$ cat src/rtl/per_key_flap_suppressor_defines.svh
// Assertion macros shared by the flap suppressor RTL.
// Expects clk and arst_n in the scope of each use.
`ifndef PER_KEY_FLAP_SUPPRESSOR_DEFINES_SVH
`define PER_KEY_FLAP_SUPPRESSOR_DEFINES_SVH

// Condition that holds at every clock edge out of reset.
`define PKFS_ASSERT_ALWAYS(label, cond, msg) \
	label: assert property (@(posedge clk) disable iff (!arst_n) (cond)) else $error(msg);

// Consequence that holds in the same cycle as the antecedent.
`define PKFS_ASSERT_IMPLY(label, ante, cons, msg) \
	label: assert property (@(posedge clk) disable iff (!arst_n) (ante) |-> (cons)) \
		else $error(msg);

// Consequence that holds in the cycle after the antecedent.
`define PKFS_ASSERT_NEXT(label, ante, cons, msg) \
	label: assert property (@(posedge clk) disable iff (!arst_n) (ante) |=> (cons)) \
		else $error(msg);

`endif

$ cat src/rtl/pkfs_pkg.sv
// Types, constants and codes of the per-key flap suppressor.
// Used by pkfs_alu and per_key_flap_suppressor; depends on nothing.
package pkfs_pkg;

	localparam int TABLE_ENTRIES = 256;
	localparam int IDX_W = (TABLE_ENTRIES > 1) ? $clog2(TABLE_ENTRIES) : 1;
	localparam int CNT_W = $clog2(TABLE_ENTRIES + 1);

	localparam int MODE_W  = 2;
	localparam int KEY_W   = 64;
	localparam int TS_W    = 64;
	localparam int WIN_W   = 32;
	localparam int MC_W    = 16;
	localparam int TRK_W   = 9;
	localparam int SUP_W   = 32;
	localparam int COUNT_W = 17;
	localparam int NSPM_W  = 20;
	localparam int CFG_IDX_W  = 1;
	localparam int CFG_DATA_W = 32;

	localparam logic [NSPM_W-1:0]  NS_PER_MS           = NSPM_W'(1000000);
	localparam logic [WIN_W-1:0]   DEFAULT_WINDOW_MS   = WIN_W'(5000);
	localparam logic [MC_W-1:0]    DEFAULT_EVENT_LIMIT = MC_W'(3);
	localparam logic [COUNT_W-1:0] COUNT_MAX           = '1;

	localparam logic [MODE_W-1:0] MODE_RECORD = 2'd0;
	localparam logic [MODE_W-1:0] MODE_QUERY  = 2'd1;
	localparam logic [MODE_W-1:0] MODE_CLEAR  = 2'd2;

	localparam logic [CFG_IDX_W-1:0] CFG_WINDOW_MS   = 1'b0;
	localparam logic [CFG_IDX_W-1:0] CFG_EVENT_LIMIT = 1'b1;

	typedef struct packed {
		logic [MODE_W-1:0] mode;
		logic [KEY_W-1:0]  key;
		logic [TS_W-1:0]   now_ns;
	} req_t;

	typedef struct packed {
		logic             allowed;
		logic             is_flapping;
		logic             found;
		logic [TRK_W-1:0] tracked_count;
		logic [TRK_W-1:0] flapping_count;
		logic [SUP_W-1:0] suppressed_events;
	} rsp_t;

	// One table slot apart from its key.
	typedef struct packed {
		logic               flap;
		logic [COUNT_W-1:0] count;
		logic [TS_W-1:0]    start;
	} ent_t;

	typedef struct packed {
		logic [TS_W-1:0] diff;
		logic            borrow;
		logic            eq;
	} alu_res_t;

endpackage

$ cat src/rtl/pkfs_alu.sv
// Shared 64-bit subtract and compare unit of the flap suppressor.
// Depends on pkfs_pkg.
module pkfs_alu
	import pkfs_pkg::*;
(
	input  logic [TS_W-1:0] a,
	input  logic [TS_W-1:0] b,
	output alu_res_t        res
);

	logic [TS_W:0] sub;

	assign sub        = {1'b0, a} - {1'b0, b};
	assign res.diff   = sub[TS_W-1:0];
	assign res.borrow = sub[TS_W];
	assign res.eq     = (a == b);

endmodule

$ cat config.mk
export PLATFORM = sky130hd
export DESIGN_NAME = pkfs_alu
export DESIGN_NICKNAME = d
export VERILOG_FILES = /design/src/rtl/per_key_flap_suppressor_defines.svh /design/src/rtl/pkfs_pkg.sv /design/src/rtl/pkfs_alu.sv
export SDC_FILE = /design/constraint.sdc
export NUM_CORES = 1
export LEC_CHECK = 0
export BUFFER_PORTS_ARGS = -buffer_cell sky130_fd_sc_hd__clkbuf_2
export CAP_MARGIN = 5
export CELL_PAD_IN_SITES_DETAIL_PLACEMENT = 1
export CELL_PAD_IN_SITES_GLOBAL_PLACEMENT = 1
export CORE_MARGIN = 4
export CORE_UTILIZATION = 33
export DETAILED_ROUTE_END_ITERATION = 12
export PLACE_DENSITY_LB_ADDON = 0.12
export SLEW_MARGIN = 10
export SYNTH_ARGS = -nofsm -noshare
export SYNTH_HDL_FRONTEND = slang
export SYNTH_SLANG_ARGS = --single-unit
$ cat constraint.sdc
create_clock -name vclk -period 5.5
set_input_delay 1.1 -clock vclk [all_inputs]
set_output_delay 1.1 -clock vclk [all_outputs]
set_load 0.03 [all_outputs]
==> run_results.csv, run 1 <==
group,metric,value,unit
run_status,status,"complete, no violations",
die,die_h,120,µm
finish,layout_commonest_cell,"clkbuf_2",
routing,num_vias,5133,
die,row_count,40,
power,power_leakage,2.92,nW
min_path,hold_path.class,"in2out",
setup_path,endpoint_kind,"output pin",
timing,max_slew.worst_pin.slew,0.664,ns
global_routing,antenna_found_initial,0,
timing,setup_slack,0.228,ns
power,power.density,170,nW/µm²
timing,post-route-period-util,0.959,
finish,final-seq-area,0,µm²
synthesis,seq_area_frac_synth,0,
die,die_w,120,µm
finish,num-clock-buffers,0,
die,start_util,0.339,
finish,seq_cell_count,0,
setup_path,path_max_fanout,5,
power,seq_power_share,0,
timing,rsz0062_at_grt,"false",
timing,fin_tns_setup,0,ns
synthesis,yosysTopAreaCell,"ha_1",
routing,wl,15.1,mm
finish,final_util,0.435,
setup_path,crit_type,"in2out",
global_routing,grt_util_met3,0.0127,
synthesis,ys_top_cells_by_area,"ha_1 (19%), a21oi_1 (9.5%), xnor2_1 (8.1%), inv_1 (8.0%), a21o_1 (6.6%)",
timing,layout_min_cycle_time,5.27,ns
global_routing,grt_pass1_wl,24.7,mm
placement,post-place-ws,0.162,ns
power,switching_share,0.655,
global_routing,grt_pass1_vias,5304,
synthesis,netlist.area_leader.share,0.195,
power,p_sw,0.587,mW
finish,stdcell_count,979,
timing,fmax,190,MHz
global_routing,use_met1,0.262,
routing,first_pass_iters,4,
synthesis,synth.cell_area,4110,µm²
global_routing,track_usage,0.199,
routing,routed_via_density,5.24,
cts,hold_buffers,0,
placement,place_congestion,0.815,
power,share_comb_of_total_power,1.000,
finish,nNetsFinal,1006,
setup_path,cp.arrival,4.17,ns
die,die_area,14300,µm²
setup_path,critPathLaunchType,"primary input",
synthesis,synth_cell_types,52,
finish,layout-drive-gt1-share,0.266,
finish,area_growth,28.3,%
routing,drc,0,
synthesis,ys_warn_count,0,
routing,drt-initial-drc-count,154,
timing,slew_violations,0,
placement,dpl.cell_count,978,
global_routing,grt_max_degree,13,
global_routing,use_met2,0.375,
synthesis,syn-num-nets,825,
global_routing,busiest_layer,"met2",
synthesis,syn-mean-instance-area,6.50,µm²
finish,fillCellCount,1688,
timing,relSlewSlack,0.554,
setup_path,cp.required,4.40,ns
power,p_clk_frac,0,
timing,setup_viol,0,
finish,layout_common_cells,"clkbuf_2 (194), inv_1 (87), a21oi_1 (78)",
global_routing,overflow,0,
die,io_pins,194,
power,internal-power,0.310,mW
synthesis,syn_inst,632,
job,max_cap_violations,0,
placement,dp_hpwl,13.7,mm
die,core_area,12100,µm²
finish,n_antenna_cell,0,
routing,wl_per_cell,15.5,µm
placement,io_buffers,194,
power,ir_worst_vdd,0.0944,mV
routing,ant_nets,0,
timing,hold_violations,0,
timing,whs,2.68,ns
-- cell type report --
class                      instances  area, µm²  share of cell area
tap                              168        210              0.0399
multi-input combinational        522       3700               0.702
inverter                          87        327              0.0620
timing repair buffer             202       1030               0.196
-- stage by stage --
stage / power (mW) / instance area [µm²]
final: 0.896 / 5270
after global routing: 0.975 / 5270
after CTS: 0.900 / 5260
after detailed placement: 0.896 / 5260
after global placement: 0.888 / 5260
after floorplan: 0.626 / 4110
-- metal layers --
layer	vias to the layer above	part of all wire
li1	2616	-
met1	2399	0.45
met2	116	0.50
met3	2	0.041
met4	0	0.0030
met5	-	0
-- critical path: stages --
cell       delay [ns]
clkbuf_2         0.07
inv_1            0.03
ha_1             0.22
fa_1             0.43
nor2b_1          0.19
o21bai_1         0.13
a211oi_2         0.18
and4bb_4         0.28
a2111oi_4        0.37
nor2_2           0.13
o21ai_2          0.22
a221oi_2         0.13
o311ai_2         0.27
xor2_1           0.18
clkbuf_2         0.23
-- Yosys cell counts (all sizes together), types with 2 or more instances --
| cell | instances |
|---|---|
| inv | 87 |
| a21oi | 78 |
| ha | 64 |
| nand2 | 45 |
| nor2 | 38 |
| o21ai | 38 |
| xnor2 | 38 |
| a21o | 36 |
| o21bai | 23 |
| clkbuf | 22 |
| xor2 | 20 |
| nand3 | 19 |
| nand4 | 16 |
| a211oi | 10 |
| and3 | 10 |
| nor2b | 10 |
| nor3 | 10 |
| o21a | 7 |
| a31oi | 6 |
| and2 | 6 |
| nand2b | 6 |
| o211ai | 6 |
| a221oi | 5 |
| nor4 | 5 |
| o31ai | 5 |
| or3 | 3 |
| a211o | 2 |
| a32oi | 2 |
| o311ai | 2 |
-- cells by family after synthesis --
family	synth area share
AO/OA/AOI/OAI	0.368
AND/OR/NAND/NOR	0.208
buffers and inverters	0.101
adder cells (fa/ha/maj)	0.200
XOR/XNOR	0.124
-- timing repair --
item / CTS / global route
resized for setup: 0 / 1
buffers inserted: 0 / 1
setup endpoints to repair: 0 / 1
-- path summary, 6_finish.rpt --
path	start	end	slack, ns	cells past startpoint
min	b[1]	res[3]	2.68	4
max	a[0]	res[64]	0.23	15
-- power by group through the flow --
stage	logic (mW)	registers [mW]	clock network, mW
floorplan	0.626	0	0
CTS	0.900	0	0
global route	0.975	0	0
detailed placement	0.896	0	0
finish	0.896	0	0
global placement	0.888	0	0
(Power assumes the default switching activity.)
==> inputs of run 2 (changes only) <==
--- a/config.mk
+++ b/config.mk
@@ -12,7 +12,8 @@
 export CORE_MARGIN = 4
 export CORE_UTILIZATION = 33
 export DETAILED_ROUTE_END_ITERATION = 12
-export PLACE_DENSITY_LB_ADDON = 0.12
+export PLACE_DENSITY = 0.94
+export REMOVE_ABC_BUFFERS = 1
 export SLEW_MARGIN = 10
 export SYNTH_ARGS = -nofsm -noshare
 export SYNTH_HDL_FRONTEND = slang
==> run_results.csv, run 2 (same netlist as run 1, synthesis figures left out) <==
group,metric,value,unit
run_status,status,"complete, no violations",
timing,relSlewSlack,0.497,
finish,layout_commonest_cell,"clkbuf_2",
setup_path,slowest_delay,0.36,ns
setup_path,crit_type,"in2out",
global_routing,grt_pass1_wl,25.9,mm
timing,slew_violations,0,
finish,layout_common_cells,"clkbuf_2 (193), inv_1 (87), a21oi_1 (78)",
finish,final_cell_area,5290,µm²
routing,num_vias,5230,
routing,drt-initial-drc-count,163,
finish,stdcell_count,981,
routing,first_pass_iters,4,
global_routing,track_usage,0.212,
timing,post-route-period-util,0.971,
setup_path,slowest_stage,"o311a_1",
routing,wl_per_cell,16.5,µm
global_routing,antenna_found_initial,0,
placement,dp_hpwl,14.4,mm
job,max_cap_violations,0,
setup_path,cp.required,4.40,ns
routing,wl,16.2,mm
die,die_h,120,µm
timing,layout_min_cycle_time,5.34,ns
routing,ant_nets,0,
die,row_count,40,
setup_path,cp.arrival,4.24,ns
setup_path,path_max_fanout,6,
setup_path,cp.buffers_inverters,3,
timing,setup_viol,0,
power,ir_worst_vdd,0.0945,mV
finish,final-seq-area,0,µm²
routing,routed_via_density,5.33,
placement,io_buffers,194,
timing,hold_violations,0,
setup_path,crit_family,"compound AO/OA/AOI/OAI gates",
min_path,hold_path.class,"in2out",
finish,seq_cell_count,0,
power,power.density,172,nW/µm²
die,die_w,120,µm
power,power_leakage,2.93,nW
placement,place_congestion,0.885,
placement,post-place-ws,0.146,ns
finish,nNetsFinal,1008,
die,die_area,14300,µm²
placement,dpl.cell_count,977,
timing,fin_tns_setup,0,ns
finish,area_growth,28.8,%
global_routing,grt_max_degree,13,
setup_path,critPathLaunchType,"primary input",
global_routing,overflow,0,
die,io_pins,194,
setup_path,path_cells,"clkbuf_2, inv_1, ha_1, and3_1, a221oi_2, nor2_1, o311a_1, a211oi_2, o31a_1, o31ai_4, a31oi_4, nor2_1, a211oi_1, clkbuf_2",
placement,placed_area,5250,µm²
finish,layout-drive-gt1-share,0.269,
die,start_util,0.339,
die,core_area,12100,µm²
timing,max_slew.worst_pin.slew,0.748,ns
global_routing,grt_pass1_vias,5365,
finish,n_antenna_cell,0,
timing,setup_slack,0.161,ns
routing,drc,0,
timing,rsz0062_at_grt,"false",
timing,fmax,187,MHz
finish,num-clock-buffers,0,
setup_path,endpoint_kind,"output pin",
run 2: path summary, 6_finish.rpt:
kind | to | cells past startpoint | startpoint
hold / removal | res[1] | 4 | a[63]
setup / recovery | res[62] | 14 | b[9]
run 2: timing repair:
action | 4_1_cts | 5_1_grt
hold buffers | 0 | 0
setup endpoints to repair | 0 | 6
buffers inserted | 0 | 4
gates resized for setup | 0 | 4
run 2: metal layers:
metal / up-vias / global-route usage / wire length (µm)
li1: 2619 / - / -
met1: 2415 / 0.264 / 7030
met2: 176 / 0.391 / 7930
met3: 20 / 0.0330 / 986
met4: 0 / 0.0308 / 256
met5: - / 0 / 0
run 2: through the flow:
step | power, mW | util | hold WS [ns]
finish | 0.909 | 0.437 | 2.66
detailed placement | 0.900 | 0.433 | 2.66
global route | 0.981 | 0.437 | 2.66
CTS | 0.904 | 0.433 | 2.66
global placement | 0.879 | 0.433 | 2.66
floorplan | 0.625 | - | 2.44
run 2: area by class of cell:
cell class         count  area, µm²
inverters             87        327
well taps            168        210
multi-input cells    522       3700
fillers             1705       6820
repair buffers       204       1050
run 2: tightest hold or removal path: cells and delay by family:
family | cells | cell delay [ns]
buf+inv | 2 | 0.27
fa+ha+maj | 1 | 0.15
compound gates | 1 | 0.05
run 2: where the power goes:
part	switching, mW	internal [mW]
clock network	0	0
registers	0	0
logic	0.599	0.311
==> inputs of run 3 (changes only) <==
--- a/config.mk
+++ b/config.mk
@@ -9,7 +9,6 @@
 export CAP_MARGIN = 5
 export CELL_PAD_IN_SITES_DETAIL_PLACEMENT = 1
 export CELL_PAD_IN_SITES_GLOBAL_PLACEMENT = 1
-export CORE_MARGIN = 4
 export CORE_UTILIZATION = 33
 export DETAILED_ROUTE_END_ITERATION = 12
 export PLACE_DENSITY = 0.94
==> run_results.csv, run 3 (same netlist as run 1, synthesis figures left out) <==
group,metric,value,unit
placement,io_buffers,194,
run_status,status,"complete, no violations",
finish,final-seq-area,0,µm²
routing,first_pass_iters,4,
setup_path,slowest_stage,"a221oi_1",
finish,n_antenna_cell,0,
global_routing,grt_max_degree,13,
timing,setup_viol,0,
power,power.density,171,nW/µm²
setup_path,endpoint_kind,"output pin",
min_path,hold_path.class,"in2out",
power,p_sw,0.590,mW
finish,nNetsFinal,1006,
routing,routed_via_density,5.34,
global_routing,busiest_layer,"met2",
finish,final_cell_area,5260,µm²
global_routing,overflow,0,
routing,wl,15.4,mm
finish,layout_common_cells,"clkbuf_2 (194), inv_1 (87), a21oi_1 (78)",
routing,ant_nets,0,
timing,rsz0062_at_grt,"false",
setup_path,critical_path.endpoint,"res[63]",
die,core_area,12100,µm²
global_routing,use_met2,0.449,
global_routing,grt_pass1_wl,25.0,mm
die,row_count,40,
power,switching_share,0.656,
die,die_area,12900,µm²
routing,num_vias,5223,
finish,layout-drive-gt1-share,0.265,
global_routing,grt_util_met3,0.0260,
die,die_w,114,µm
setup_path,path_cells,"clkbuf_2, inv_1, ha_1, a21o_1, a211o_1, o211ai_1, a21oi_1, a31o_2, a32oi_1, and3_1, nor2_1, a221oi_1, xnor2_1, clkbuf_2",
job,max_cap_violations,0,
finish,layout_commonest_cell,"clkbuf_2",
die,io_pins,194,
setup_path,crit_top_cell,"clkbuf_2",
timing,post-route-period-util,0.968,
global_routing,grt_pass1_vias,5400,
global_routing,track_usage,0.232,
setup_path,cp.arrival,4.23,ns
placement,place_congestion,0.870,
setup_path,cp.required,4.40,ns
power,share_comb_of_total_power,1.000,
finish,num-clock-buffers,0,
power,power_leakage,2.92,nW
placement,dp_hpwl,13.8,mm
timing,relSlewSlack,0.533,
power,seq_power_share,0,
timing,fmax,188,MHz
global_routing,use_met1,0.273,
routing,wl_per_cell,15.7,µm
timing,hold_violations,0,
power,ir_worst_vdd,0.0868,mV
die,die_h,114,µm
setup_path,critPathLaunchType,"primary input",
timing,fin_tns_setup,0,ns
timing,layout_min_cycle_time,5.33,ns
setup_path,cp.buffers_inverters,3,
setup_path,path_max_fanout,4,
finish,area_growth,28.1,%
setup_path,crit_family,"compound AO/OA/AOI/OAI gates",
global_routing,antenna_found_initial,0,
placement,placed_area,5260,µm²
power,internal-power,0.310,mW
timing,slew_violations,0,
routing,drc,0,
die,start_util,0.341,
power,p_clk_frac,0,
setup_path,startpoint,"b[4]",
routing,drt-initial-drc-count,239,
setup_path,crit_type,"in2out",
finish,seq_cell_count,0,
timing,max_slew.worst_pin.slew,0.694,ns
setup_path,crit_cells,14,
setup_path,slowest_delay,0.38,ns
==> run 3: changes by cell type in the layout (fill, tap and decap cells not counted) <==
cell / previous run / this run
a221oi_2: 2 / 1
buf_4: 10 / 8
clkbuf_4: 1 / 0
nor2b_2: 1 / 0
clkbuf_2: 193 / 194
nor2b_1: 9 / 10
a221oi_1: 3 / 4
==> run 3: power groups by stage <==
stage	logic, mW	registers [mW]	clock network, mW
global placement	0.876	0	0
CTS	0.899	0	0
finish	0.900	0	0
detailed placement	0.895	0	0
global route	0.969	0	0
floorplan	0.625	0	0
==> run 3: cell type report <==
class                      count  area, µm²
inverter                      87        327
multi-input combinational    522       3690
timing repair buffer         202       1030
tap                          168        210
fill                        1667       6800
==> run 3: how the worst min path moves through the flow <==
stage                      from     end  slack, ns  depth (start not counted)
final                     a[63]  res[1]       2.64                          4
after global routing      a[63]  res[1]       2.67                          4
after CTS                 a[63]  res[1]       2.65                          4
after detailed placement  a[63]  res[1]       2.65                          4
after global placement    a[63]  res[1]       2.64                          4
after floorplan            b[0]  res[2]       2.44                          2
==> run 3: stage by stage <==
step                      worst slack [ns]  hold WS, ns  std cells  power, mW  utilization
final                                0.175         2.64        979      0.900        0.436
after global routing                0.0142         2.67        979      0.969        0.436
after CTS                            0.173         2.65        978      0.899        0.436
after detailed placement             0.186         2.65        978      0.895        0.436
after global placement               0.258         2.64        978      0.876        0.436
after floorplan                      0.366         2.44        609      0.625            -
==> run 3: repair_timing <==
action | 4_1_cts | 5_1_grt
endpoints found under the setup margin | 0 | 2
setup buffers | 0 | 1
hold buffers | 0 | 0
resized for setup | 0 | 0
==> run 3: per-layer routing <==
layer | up-vias | share of wire
met3 | 19 | 0.059
met5 | - | 0
met1 | 2435 | 0.42
li1 | 2606 | -
met4 | 0 | 0.017
met2 | 163 | 0.51
